## src/rtl/sli_pkg.sv

```systemverilog
`timescale 1ns / 1ps
// ----------------------------------------------------------------------------
// sli_pkg
// Shared types and constants for the sequential list insert/remove block.
// ----------------------------------------------------------------------------
package sli_pkg;

  localparam int IDX_W   = 13;  // list index, covers capacities up to 8191
  localparam int FANIN   = 8;   // fan-in of each readout tree node
  localparam int CMD_W   = 3;
  localparam int POS_W   = 10;
  localparam int EVAL_W  = 16;
  localparam int STAT_W  = 2;
  localparam int CNTO_W  = 11;

  typedef enum logic [CMD_W-1:0] {
    CMD_INS_POS   = 3'd0,
    CMD_INS_FRONT = 3'd1,
    CMD_INS_END   = 3'd2,
    CMD_REM_POS   = 3'd3,
    CMD_REM_FRONT = 3'd4,
    CMD_REM_END   = 3'd5
  } cmd_t;

  typedef enum logic [STAT_W-1:0] {
    ST_OK     = 2'd0,
    ST_BADPOS = 2'd1,
    ST_FULL   = 2'd2,
    ST_EMPTY  = 2'd3
  } status_t;

  // broadcast to every cell for one cycle per committed command
  typedef struct packed {
    logic             ins;
    logic             rem;
    logic [IDX_W-1:0] pos;
  } sli_op_t;

  // register levels of the readout tree for n leaves
  function automatic int tree_levels(input int n);
    int l;
    int m;
    l = 1;
    m = n;
    while (m > FANIN) begin
      m = (m + FANIN - 1) / FANIN;
      l++;
    end
    return l;
  endfunction

endpackage

```

## src/rtl/sli_or_tree.sv

```systemverilog
`timescale 1ns / 1ps
// ----------------------------------------------------------------------------
// sli_or_tree
// Registered OR reduction of the cell taps, FANIN leaves per node per level.
// ----------------------------------------------------------------------------
module sli_or_tree import sli_pkg::*; #(
  parameter int N = 8,
  parameter int W = 16
) (
  input  logic                 clk,
  input  logic [N-1:0][W-1:0]  in_data,
  output logic [W-1:0]         out_data
);

  localparam int NG = (N + FANIN - 1) / FANIN;

  logic [NG-1:0][W-1:0] grp_q;

  for (genvar g = 0; g < NG; g++) begin : g_grp
    localparam int LO  = g * FANIN;
    localparam int CNT = ((N - LO) < FANIN) ? (N - LO) : FANIN;
    logic [W-1:0] acc;

    always_comb begin
      acc = '0;
      for (int k = 0; k < CNT; k++) begin
        acc = acc | in_data[LO + k];
      end
    end

    always_ff @(posedge clk) begin
      grp_q[g] <= acc;
    end
  end

  if (NG == 1) begin : g_root
    assign out_data = grp_q[0];
  end else begin : g_next
    sli_or_tree #(.N(NG), .W(W)) u_next (
      .clk      (clk),
      .in_data  (grp_q),
      .out_data (out_data)
    );
  end

endmodule

```

## config.mk

```make
export PLATFORM = sky130hd
export DESIGN_NAME = sli_or_tree
export DESIGN_NICKNAME = d
export VERILOG_FILES = /design/src/rtl/sli_pkg.sv /design/src/rtl/sli_or_tree.sv
export SDC_FILE = /design/constraint.sdc
export NUM_CORES = 1
export LEC_CHECK = 0
export BUFFER_PORTS_ARGS = -buffer_cell sky130_fd_sc_hd__buf_2
export CELL_PAD_IN_SITES_DETAIL_PLACEMENT = 1
export CELL_PAD_IN_SITES_GLOBAL_PLACEMENT = 1
export CORE_MARGIN = 2
export CORE_UTILIZATION = 12
export DETAILED_ROUTE_END_ITERATION = 8
export GPL_TIMING_DRIVEN = 0
export PLACE_DENSITY_LB_ADDON = 0.1
export SETUP_SLACK_MARGIN = 0.15
export SLEW_MARGIN = 20
export SYNTH_ARGS = -nofsm -noshare
export SYNTH_HDL_FRONTEND = slang
export SYNTH_SLANG_ARGS = --single-unit
```

## constraint.sdc

```tcl
create_clock -name clk -period 1.2 [get_ports clk]
set_clock_uncertainty 0.05 [all_clocks]
set_input_delay 0.12 -clock clk [delete_from_list [all_inputs] [get_ports clk]]
set_output_delay 0.12 -clock clk [all_outputs]
set_load 0.01 [all_outputs]
```

==> flow_metrics.tcl <==
set metrics [dict create \
    synth_xor_xnor_area_share 0 \
    p_per_area_nw_per_um2 703 \
    end_kind "register" \
    hold_slack_ns 0.00756 \
    grt_start_max_net_pins 9 \
    worstSetupPathType "in2reg" \
    whs_endpoint "out_data[0]$_DFF_P_" \
    stdcell_count 299 \
    dieWidth_um 73.6 \
    syn_inst 64 \
    ios 145 \
    path_clk_slew_ns 0.06 \
    min_path_type "in2reg" \
    yosys_warnings 0 \
    vias 1261 \
    synth_top_family_by_area "simple AND/OR/NAND/NOR gates" \
    setup_slack_ns 0.0976 \
    status "completed" \
    drive_gt1_frac 0.633 \
    post_drt_via_cell_ratio 4.22 \
    largest_reg_flops 16 \
    synth-simple-area-share 0.448 \
    grt-ovfl-total 0 \
    port_buffers 144 \
    die_h_um 73.6 \
    htree_levels 1 \
    drt-total-wl_um 3800 \
    core_um2 4690 \
    pre_cts_ws_ns 0.416 \
    dp_hpwl_um 2840 \
    ys_seq_area_frac 0.552 \
    cts_buffer_depth 2 \
    gp_congestion 0.687 \
    cts_tree "done" \
    arrival_ns 1.18 \
    power_frac_comb 0.262 \
    ys_seq_elements 16 \
    drtAntennaViolNets 0 \
    ctsRootBufferMaster "clkbuf_8" \
    min_path_cells 3 \
    drt_pass1_iterations 3 \
    mostFrequentLayoutCells "144 x buf_2, 31 x dlygate4sd3_1, 24 x nor4_1" \
    finalHoldViolations 0 \
    num_rows 25 \
    post-route-util 0.385 \
    min_from "in_data[112]" \
    antenna_cells 0 \
    rsz0062_at_grt "yes" \
    avgSynthCellArea_um2 9.07 \
    cp_data_required_time_ns 1.28 \
    post_cts_buffers 0 \
    fmax_ghz 0.907 \
    synth_fa_ha_area_frac 0 \
    initial_core_util 0.124 \
    antenna_found_initial 0 \
    synth_mux_area_frac 0 \
    nNetsFinal 376 \
    die_area_um2 5410 \
    drv_slew 0 \
    final_common_cell "buf_2" \
    p_switching_mw 0.280 \
    final.setup.tns_ns 0 \
    crit_path_start_kind "primary input" \
    cell_internal_pwr_mw 0.991 \
    ys_types 3 \
    grt_pass1_vias 1336 \
    drc 0 \
    wl_per_cell_um 12.7 \
    synth_nets 193 \
    netSwitchingFraction 0.220 \
    cts_buffers 3 \
    drt_iter0_markers 9 \
    finalCriticalPeriod_ns 1.10 \
    p_seq_frac 0.419 \
    critPathMaxFanout 1 \
    p_leak_nw 0.881 \
    syn-cell-area_um2 581 \
    cap_violations 0 \
    setup_viol 0 \
    period_share 0.919 \
    power_frac_clock 0.318 \
    gr-usage-all-layers 0.136 \
    worst_pin_slew_ns 0.259 \
    peakVddDrop_uv 304 \
    clock-sinks 16 \
    synth_compound_area_frac 0 \
    placed_cells 262 \
    grt_pass1_wl_um 5440 \
    syn2layout_area_growth_pct 211 \
    slew_headroom 0.826 \
]
power groups by stage:
stage	combinational [mW]	clock [mW]	sequential, mW
2_1_floorplan	0.0201	0	0.546
3_3_place_gp	0.218	0	0.545
3_5_place_dp	0.229	0	0.545
4_1_cts	0.313	0.446	0.533
5_1_grt	0.366	0.465	0.533
6_report	0.334	0.405	0.533
cell families (layout without fill, tap and decap cells):
group / Yosys count / after routing
buf+inv: 0 / 181
flops: 16 / 16
simple gates: 48 / 48
stage by stage:
stage                     cell area, µm²  power, mW
after floorplan                      581      0.566
after global placement              1370      0.763
after detailed placement            1370      0.774
after CTS                           1740       1.29
after global routing                1810       1.36
final                               1810       1.27
critical path, cell delays in order:
cell,delay (ns)
dlygate4sd3_1,0.54
buf_2,0.13
nor4_2,0.31
nand2_1,0.09
cell usage after synthesis:
master	n	share of area
nand2_1	16	0.10
nor4_1	32	0.34
dfxtp_1	16	0.55
worst max path at each step:
stage / start / endpoint / slack, ns / cells past startpoint
global placement: in_data[20] / out_data[4]$_DFF_P_ / 0.42 / 3
detailed placement: in_data[71] / out_data[7]$_DFF_P_ / 0.42 / 3
CTS: in_data[69] / out_data[5]$_DFF_P_ / 0.18 / 4
global route: in_data[74] / out_data[10]$_DFF_P_ / 0.05 / 4
finish: in_data[74] / out_data[10]$_DFF_P_ / 0.1 / 4
floorplan: in_data[16] / out_data[0]$_DFF_P_ / 0.60 / 2
per-layer routing:
metal	global-route usage	routed length (µm)	vias to the layer above
li1	-	-	618
met2	0.285	2170	84
met4	0.0808	138	0
met1	0.101	1080	547
met5	0	0	-
met3	0.0439	406	12
timing repair:
| item | 4_1_cts | 5_1_grt |
|---|---|---|
| setup endpoints to repair | 0 | 8 |
| endpoints found under the hold margin | 11 | 1 |
| hold buffers | 33 | 1 |
| resized for setup | 0 | 11 |
final cells by class:
type / instances / area [µm²]
Timing Repair Buffer: 178 / 1070
Clock buffer: 3 / 41.3
Tap cell: 54 / 67.6
Sequential cell: 16 / 320
Multi-Input combinational cell: 48 / 310
Fill cell: 590 / 2880
(Power assumes the default switching activity.)
