==> src/rtl/sli_pkg.sv <==
`timescale 1ns / 1ps
// ----------------------------------------------------------------------------
// sli_pkg
// Shared types and constants for the sequential list insert/remove block.
// ----------------------------------------------------------------------------
package sli_pkg;

  localparam int IDX_W   = 13;  // list index, covers capacities up to 8191
  localparam int FANIN   = 8;   // fan-in of each readout tree node
  localparam int CMD_W   = 3;
  localparam int POS_W   = 10;
  localparam int EVAL_W  = 16;
  localparam int STAT_W  = 2;
  localparam int CNTO_W  = 11;

  typedef enum logic [CMD_W-1:0] {
    CMD_INS_POS   = 3'd0,
    CMD_INS_FRONT = 3'd1,
    CMD_INS_END   = 3'd2,
    CMD_REM_POS   = 3'd3,
    CMD_REM_FRONT = 3'd4,
    CMD_REM_END   = 3'd5
  } cmd_t;

  typedef enum logic [STAT_W-1:0] {
    ST_OK     = 2'd0,
    ST_BADPOS = 2'd1,
    ST_FULL   = 2'd2,
    ST_EMPTY  = 2'd3
  } status_t;

  // broadcast to every cell for one cycle per committed command
  typedef struct packed {
    logic             ins;
    logic             rem;
    logic [IDX_W-1:0] pos;
  } sli_op_t;

  // register levels of the readout tree for n leaves
  function automatic int tree_levels(input int n);
    int l;
    int m;
    l = 1;
    m = n;
    while (m > FANIN) begin
      m = (m + FANIN - 1) / FANIN;
      l++;
    end
    return l;
  endfunction

endpackage

==> src/rtl/sli_cell.sv <==
`timescale 1ns / 1ps
// ----------------------------------------------------------------------------
// sli_cell
// One list slot: holds an entry and shifts with its neighbors on a command.
// ----------------------------------------------------------------------------
module sli_cell import sli_pkg::*; #(
  parameter int IDX = 0,
  parameter int W   = 16
) (
  input  logic          clk,
  input  sli_op_t       op,
  input  logic [W-1:0]  new_value,
  input  logic [W-1:0]  left_value,
  input  logic [W-1:0]  right_value,
  output logic [W-1:0]  value,
  output logic [W-1:0]  tap
);

  localparam logic [IDX_W-1:0] MY_IDX = IDX_W'(IDX);

  logic at_pos;
  logic past_pos;

  assign at_pos   = (MY_IDX == op.pos);
  assign past_pos = (MY_IDX > op.pos);

  always_ff @(posedge clk) begin
    if (op.ins) begin
      if (past_pos) begin
        value <= left_value;
      end else if (at_pos) begin
        value <= new_value;
      end
    end else if (op.rem && (past_pos || at_pos)) begin
      value <= right_value;
    end
  end

  assign tap = (op.rem && at_pos) ? value : '0;

endmodule

==> config.mk <==
export PLATFORM = sky130hd
export DESIGN_NAME = sli_cell
export DESIGN_NICKNAME = d
export VERILOG_FILES = /design/src/rtl/sli_pkg.sv /design/src/rtl/sli_cell.sv
export SDC_FILE = /design/constraint.sdc
export NUM_CORES = 1
export LEC_CHECK = 0
export BUFFER_PORTS_ARGS = -buffer_cell sky130_fd_sc_hd__buf_4
export CELL_PAD_IN_SITES_DETAIL_PLACEMENT = 1
export CELL_PAD_IN_SITES_GLOBAL_PLACEMENT = 1
export CORE_ASPECT_RATIO = 1.75
export CORE_MARGIN = 2
export CORE_UTILIZATION = 27
export DETAILED_ROUTE_END_ITERATION = 10
export GPL_ROUTABILITY_DRIVEN = 0
export GPL_TIMING_DRIVEN = 0
export HOLD_SLACK_MARGIN = 0.08
export PLACE_DENSITY_LB_ADDON = 0.1
export SETUP_SLACK_MARGIN = 0.4
export SLEW_MARGIN = 20
export SYNTH_ARGS = -nofsm -noshare
export SYNTH_HDL_FRONTEND = slang
export SYNTH_SLANG_ARGS = --single-unit
==> constraint.sdc <==
create_clock -name clk -period 7.69 [get_ports clk]
set_input_delay 0.769 -clock clk [delete_from_list [all_inputs] [get_ports clk]]
set_output_delay 0.769 -clock clk [all_outputs]
set_load 0.02 [all_outputs]
==> results.toml, run 1 <==
[setup_path]
arrival_ns = 2.17
worstSetupPathType = "in2out"
slowest_stage = "or4_4"
crit_chain = "buf_4 -> or4_4 -> buf_6 -> buf_12 -> nor4_2 -> buf_4"
critPathCaptureType = "output port"
crit_fanout = 10
critPathMaxStageDelay_ns = 0.52
required_ns = 6.92
path_buf_inv = 4
start_kind = "primary input"
critPathMostFrequentCell = "buf_4"
critical_path.top_delay_family = "simple AND/OR/NAND/NOR gates"

[timing]
final.period_utilization_pct = 38.2
finalSetupViolations = 0
relSlewSlack_pct = 60.2
max_freq_ghz = 0.341
setup_tns_ns = 0
hold_viol = 0
final.min_clock_period_ns = 2.93
drv_slew = 0
fin_ws_ns = 4.76
worst_slew_pin_slew_ns = 0.592
rsz0062_at_grt = "false"
whs_ns = 0.823

[layout]
nets = 228
diodes = 0
top_register = "value"
area_growth_pct = 70.2
top_regs = "value (16)"
instances_no_fill = 209
largest_reg_flops = 16
drive_gt1_share_pct = 71.2

[worst_hold_path]
min_path_type = "in2reg"
hp-start = "right_value[11]"
min_path_cells = 2
min_to = "value[11]$_DFFE_PP_"

[clocking]
cts_root_buf = "clkbuf_8"
cts_sinks = 16
clockBufferDepth = 2
cts_tree = "built"
postCtsSetupRepairBufs = 0
cts.clk_slew.worst_paths_ns = 0.06
htreeDepth = 1
postCtsResizedCells = 0
numCtsBuffers = 3
holdBufCountCts = 0

[routing]
viasPerCell = 4.57
drtIter0Drc = 5
finalWirelength_um = 2780
ant_nets = 0
route.detailed.drc = 0
vias = 955
wire_per_inst_um = 13.3
drt_pre_antenna_iters = 2

[power_and_ir_drop]
internal_power_mw = 0.155
p_sw_share_pct = 19.9
power_frac_clock_pct = 32.1
p_leak_nw = 0.705
seqPwrFrac_pct = 50.0
pwr-share-comb_pct = 17.8
ir_drop_v = 0.000102
p_per_area_nw_per_um2 = 114
power_switching_mw = 0.0385

[floorplan]
num_rows = 29
die_area_um2 = 4210
start_util_pct = 27.7
die_y_um = 84.3
fp.coreArea_um2 = 3590
fp.dieW_um = 49.9
pin_count = 96

[job]
maxCapViolCount = 0

[logic_synthesis]
syn_area_per_cell_um2 = 12.4
seq_area_frac_synth_pct = 48.2
ys_warn_count = 0
syn_inst = 80
synth.distinct_cells = 14
syn_nets = 144
synth-seq-cells = 16
syn_area_um2 = 996

[grt]
grtUsageMet3_pct = 2.67
overflow = 0
grt_pass1_vias = 1066
gr-usage-met2_pct = 26.4
grt_usage_pct = 14.1
busiest_layer = "met2"
grt_start_max_net_pins = 11
antenna_found_initial = 0
grt_first_pass_wirelength_um = 4720
grtUsageMet1_pct = 14.6

[outcome]
run_status = "completed"

[placed_design]
place_inst = 205
preCtsSetupSlack_ns = 4.74
hpwl_um = 2390
port_buffers = 77
==> routing by layer <==
metal	up-vias	routed length, um
met3	5	188
met2	46	1540
met4	0	50
li1	471	-
met5	-	0
met1	433	1000
==> power groups by stage <==
| stage | Clock [mW] | Sequential, mW | Combinational (mW) |
|---|---|---|---|
| 5_1_grt | 0.0682 | 0.0966 | 0.0380 |
| 3_5_place_dp | 0 | 0.0985 | 0.0349 |
| 2_1_floorplan | 0 | 0.0985 | 0.0151 |
| 6_report | 0.0621 | 0.0967 | 0.0345 |
| 3_3_place_gp | 0 | 0.0985 | 0.0337 |
| 4_1_cts | 0.0646 | 0.0966 | 0.0352 |
==> layout make-up <==
| cell class | instances | area, um^2 |
|---|---|---|
| Timing Repair Buffer | 79 | 591 |
| Clock inverter | 1 | 3.75 |
| Multi-Input combinational cell | 55 | 460 |
| Tap cell | 46 | 57.6 |
| Sequential cell | 16 | 480 |
| Clock buffer | 3 | 41.3 |
| Fill cell | 413 | 1900 |
| Buffer | 9 | 61.3 |
==> layout by cell type (no fill, tap or decap), types with 3 or more instances in the layout <==
cell,instances
buf_4,78
nor4_1,7
clkbuf_8,3
clkbuf_1,4
nand2_1,17
edfxtp_1,16
nor4_2,10
mux2_2,16
buf_2,4
==> metrics by stage <==
stage	area, um^2	utilization [%]	total power [mW]
finish	1700	47.2	0.193
detailed placement	1650	45.9	0.133
global route	1700	47.2	0.203
global placement	1630	45.4	0.132
floorplan	996	-	0.114
CTS	1700	47.2	0.196
==> how the worst max path moves through the flow <==
stage	from	end	slack (ns)	cells past startpoint
3_5_place_dp	op[2]	tap[14]	4.74	6
3_3_place_gp	op[9]	value[13]$_DFFE_PP_	3.45	4
2_1_floorplan	op[9]	value[0]$_DFFE_PP_	4.17	3
4_1_cts	op[2]	tap[14]	4.73	6
5_1_grt	op[2]	tap[9]	4.56	6
6_report	op[9]	tap[9]	4.76	6
==> cells by family (layout without fill, tap and decap cells) <==
| logic type | count (synthesis) | in the layout | share of synthesized area [%] |
|---|---|---|---|
| mux | 16 | 16 | 18.1 |
| buf+inv | 9 | 92 | 6.15 |
| flops | 16 | 16 | 48.2 |
| simple gates | 39 | 39 | 27.5 |
==> cells in the mapped netlist (all sizes together) <==
cell type | instances | area (um^2)
buf | 5 | 46.3
clkbuf | 4 | 15.0
edfxtp | 16 | 480
mux2 | 16 | 180
nand2 | 17 | 63.8
nor2 | 1 | 3.75
nor3 | 1 | 5.00
nor4 | 18 | 184
or2 | 1 | 6.26
or4 | 1 | 11.3
Note: power is estimated with default switching activity, not from simulation.
==> run 2, diff against run 1 <==
--- a/config.mk
+++ b/config.mk
@@ -10,7 +10,7 @@
 export CELL_PAD_IN_SITES_GLOBAL_PLACEMENT = 1
 export CORE_ASPECT_RATIO = 1.75
 export CORE_MARGIN = 2
-export CORE_UTILIZATION = 27
+export CORE_UTILIZATION = 22
 export DETAILED_ROUTE_END_ITERATION = 10
 export GPL_ROUTABILITY_DRIVEN = 0
 export GPL_TIMING_DRIVEN = 0
==> constraint.sdc (replaced) <==
create_clock -name clk -period 2.6 [get_ports clk]
set_input_delay 0.26 -clock clk [delete_from_list [all_inputs] [get_ports clk]]
set_output_delay 0.26 -clock clk [all_outputs]
set_load 0.02 [all_outputs]
==> run 2 against run 1 <==
Non-clock buffer count is 1 lower. Critical path depth unchanged. Sequential power rose to 3.0 times the previous value. First-iteration DRC count is the same. Flip-flop and latch count did not move. Cell count increased by 1.4%. Largest cell class unchanged. Setup slack worse by 4.1 ns. Power rose to 3.0 times the previous value. Highest routed layer unchanged. Via count grew 1.6%. Combinational power rose to 3.0 times the previous value. Core utilization fell by 7.9 points.
==> results.toml, run 2 (synthesized netlist as in run 1, its figures left out) <==
[clocking]
numCtsBuffers = 3
cts_tree = "built"
holdBufCountCts = 0
postCtsSetupRepairBufs = 0
cts.clk_slew.worst_paths_ns = 0.06
postCtsResizedCells = 0
htreeDepth = 1
cts_root_buf = "clkbuf_8"
clockBufferDepth = 2
cts_sinks = 16

[layout]
nets = 227
diodes = 0
largest_reg_flops = 16
top_register = "value"
final_common_cell = "buf_4"
nFillCells = 511
multi_input_area_um2 = 469
area_growth_pct = 72.1
seq_area_um2 = 480
final_cell_mix = "77 x buf_4, 17 x nand2_1, 16 x mux2_2, 16 x edfxtp_1, 9 x nor4_2"
fin_area_um2 = 1710
drive_gt1_share_pct = 71.4
top_regs = "value (16)"
utilization_pct = 39.3

[grt]
grt_pass1_vias = 995
grt_first_pass_wirelength_um = 4680
overflow = 0
grt_start_max_net_pins = 17
grt_usage_pct = 12.7
antenna_found_initial = 0

[timing]
setup_tns_ns = 0
rsz0062_at_grt = "false"
worst_slew_pin_slew_ns = 0.460
finalSetupViolations = 0
max_freq_ghz = 0.502
final.min_clock_period_ns = 1.99
final.period_utilization_pct = 76.6
relSlewSlack_pct = 69.4
hold_viol = 0
drv_slew = 0

[setup_path]
start_kind = "primary input"
critPathCaptureType = "output port"
worstSetupPathType = "in2out"
arrival_ns = 1.73
crit_fanout = 10
required_ns = 2.34

[routing]
drtIter0Drc = 5
viasPerCell = 4.58
wire_per_inst_um = 14.5
route.detailed.drc = 0
finalWirelength_um = 3070
vias = 970
ant_nets = 0
drt_pre_antenna_iters = 3

[floorplan]
die_y_um = 93.0
die_area_um2 = 5100
start_util_pct = 22.8
fp.coreArea_um2 = 4360
fp.dieW_um = 54.9
num_rows = 32
pin_count = 96

[power_and_ir_drop]
finalPower_mw = 0.570
p_per_area_nw_per_um2 = 333
ir_drop_v = 0.000234
p_leak_nw = 0.703

[placed_design]
place_area_um2 = 1650
port_buffers = 77
hpwl_um = 2570

[worst_hold_path]
min_path_type = "in2reg"

[outcome]
run_status = "completed"

[job]
maxCapViolCount = 0
[run 2: layer usage]
layer / track usage [%] / part of all wire, %
met1: 14.1 / 35
met2: 21.7 / 55
met3: 3.19 / 8.0
met4: 5.63 / 1.7
met5: 0 / 0
[run 2: power breakdown]
| part | switching, mW | internal, mW |
|---|---|---|
| registers | 0.0000204 | 0.286 |
| logic | 0.0367 | 0.0674 |
| clock network | 0.0777 | 0.103 |
[run 2: final timing paths]
kind                       start                  to  cells past startpoint
hold / removal    right_value[6]  value[6]$_DFFE_PP_                      2
setup / recovery           op[2]              tap[7]                      6
[run 2: per-stage QoR]
step	worst slack, ns	std cells	hold slack [ns]
floorplan	0.607	80	0.480
global placement	0.259	208	0.563
detailed placement	0.236	208	0.566
CTS	0.502	211	0.308
global route	0.438	212	0.304
finish	0.609	212	0.314
[run 2: final cells by class]
cell class              count  area share (%)
well taps                  51            3.72
multi-input cells          55            27.4
clock buffers               3            2.41
flip-flops and latches     16            28.0
repair buffers             78            34.9
plain buffers               9            3.58
[run 2: worst max-delay path: stages]
cell and delay [ns]:
buf_4 0.11, nor4_1 0.29, nand2_1 0.28, buf_2 0.30
nor4_2 0.31, buf_4 0.18
==> run 3, diff against run 2 <==
==> constraint.sdc (replaced) <==
create_clock -name clk -period 1.7 [get_ports clk]
set_input_delay 0.17 -clock clk [delete_from_list [all_inputs] [get_ports clk]]
set_output_delay 0.17 -clock clk [all_outputs]
set_load 0.02 [all_outputs]
==> run 3 against run 2 <==
Via count rose by 2.1%. Cell count grew 4.7%. Wire length up 0.88%. Sequential share of layout area fell by 4.0 points. Critical path type unchanged.
==> results.toml, run 3 (synthesized netlist as in run 1, its figures left out) <==
[outcome]
run_status = "completed"

[setup_path]
critPathCaptureType = "output port"
crit_fanout = 9
required_ns = 1.53
start_kind = "primary input"
crit_start = "op[9]"
arrival_ns = 1.47
worstSetupPathType = "in2out"

[timing]
relSlewSlack_pct = 77.8
final.period_utilization_pct = 96.2
max_freq_ghz = 0.612
drv_slew = 0
worst_slew_pin_slew_ns = 0.332
rsz0062_at_grt = "true"
setup_tns_ns = 0
hold_viol = 0
final.min_clock_period_ns = 1.64
fin_ws_ns = 0.0647
finalSetupViolations = 0
whs_ns = 0.219

[clocking]
clockBufferDepth = 2
cts_sinks = 16
cts_root_buf = "clkbuf_8"
cts_tree = "built"
numCtsBuffers = 3
cts.clk_slew.worst_paths_ns = 0.06
htreeDepth = 1

[routing]
vias = 990
finalWirelength_um = 3100
ant_nets = 0
drt_pre_antenna_iters = 3
wire_per_inst_um = 14.0
route.detailed.drc = 0
viasPerCell = 4.46
drtIter0Drc = 7

[grt]
grt_pass1_vias = 1000
gr-usage-met2_pct = 21.2
grt_first_pass_wirelength_um = 4660
grt_start_max_net_pins = 17
overflow = 0
grtUsageMet3_pct = 1.60
busiest_layer = "met2"
grt_usage_pct = 12.2
antenna_found_initial = 0
grtUsageMet1_pct = 14.0

[layout]
area_growth_pct = 100
fin_area_um2 = 2000
instances_no_fill = 222
nFillCells = 505
top_register = "value"
seq_area_um2 = 480
final_cell_mix = "79 x buf_4, 16 x mux2_2, 16 x nand2_1, 16 x edfxtp_1, 13 x nor4_4"
top_regs = "value (16)"
nets = 236
utilization_pct = 45.7
largest_reg_flops = 16
final_common_cell = "buf_4"
drive_gt1_share_pct = 77.8
multi_input_area_um2 = 599
diodes = 0

[floorplan]
pin_count = 96
fp.coreArea_um2 = 4360
fp.dieW_um = 54.9
die_y_um = 93.0
die_area_um2 = 5100
num_rows = 32
start_util_pct = 22.8

[power_and_ir_drop]
ir_drop_v = 0.000355
p_leak_nw = 0.877
p_per_area_nw_per_um2 = 457
finalPower_mw = 0.911

[placed_design]
hpwl_um = 2410
place_area_um2 = 1750
preCtsSetupSlack_ns = -0.446
place_inst = 208
port_buffers = 77

[worst_hold_path]
hp-start = "right_value[6]"
min_path_type = "in2reg"

[job]
maxCapViolCount = 0
-- run 3: final timing paths --
check / endpoint / cells after the start
hold / removal: value[6]$_DFFE_PP_ / 2
setup / recovery: tap[14] / 6
-- run 3: timing repair --
action	4_1_cts	5_1_grt
pin swaps	3	2
setup endpoints to repair	32	32
setup buffers	6	2
gates resized for setup	9	8
cloned	0	2
hold buffers	0	0
-- run 3: area by class of cell --
class | instances | share of cell area, %
clock inverters | 1 | 0.188
clock buffers | 3 | 2.07
well taps | 51 | 3.20
plain buffers | 9 | 4.20
repair buffers | 87 | 36.2
multi-input cells | 55 | 30.0
flip-flops and latches | 16 | 24.1
-- run 3: metal layers --
metal	vias to the layer above	share of wire (%)
met4	0	1.2
met2	43	58
li1	484	-
met1	459	34
met5	-	0
met3	4	6.9
-- run 3: power by group --
part / internal [mW] / switching (mW) / leakage [nW]
clock: 0.160 / 0.127 / 0.0231
combinational: 0.117 / 0.0700 / 0.710
sequential: 0.437 / 0.0000322 / 0.144
-- run 3: critical path: stages --
cell and delay, ns:
buf_6 0.09, or4_4 0.53, buf_8 0.17, buf_12 0.14, nor4_4 0.19, buf_4 0.17
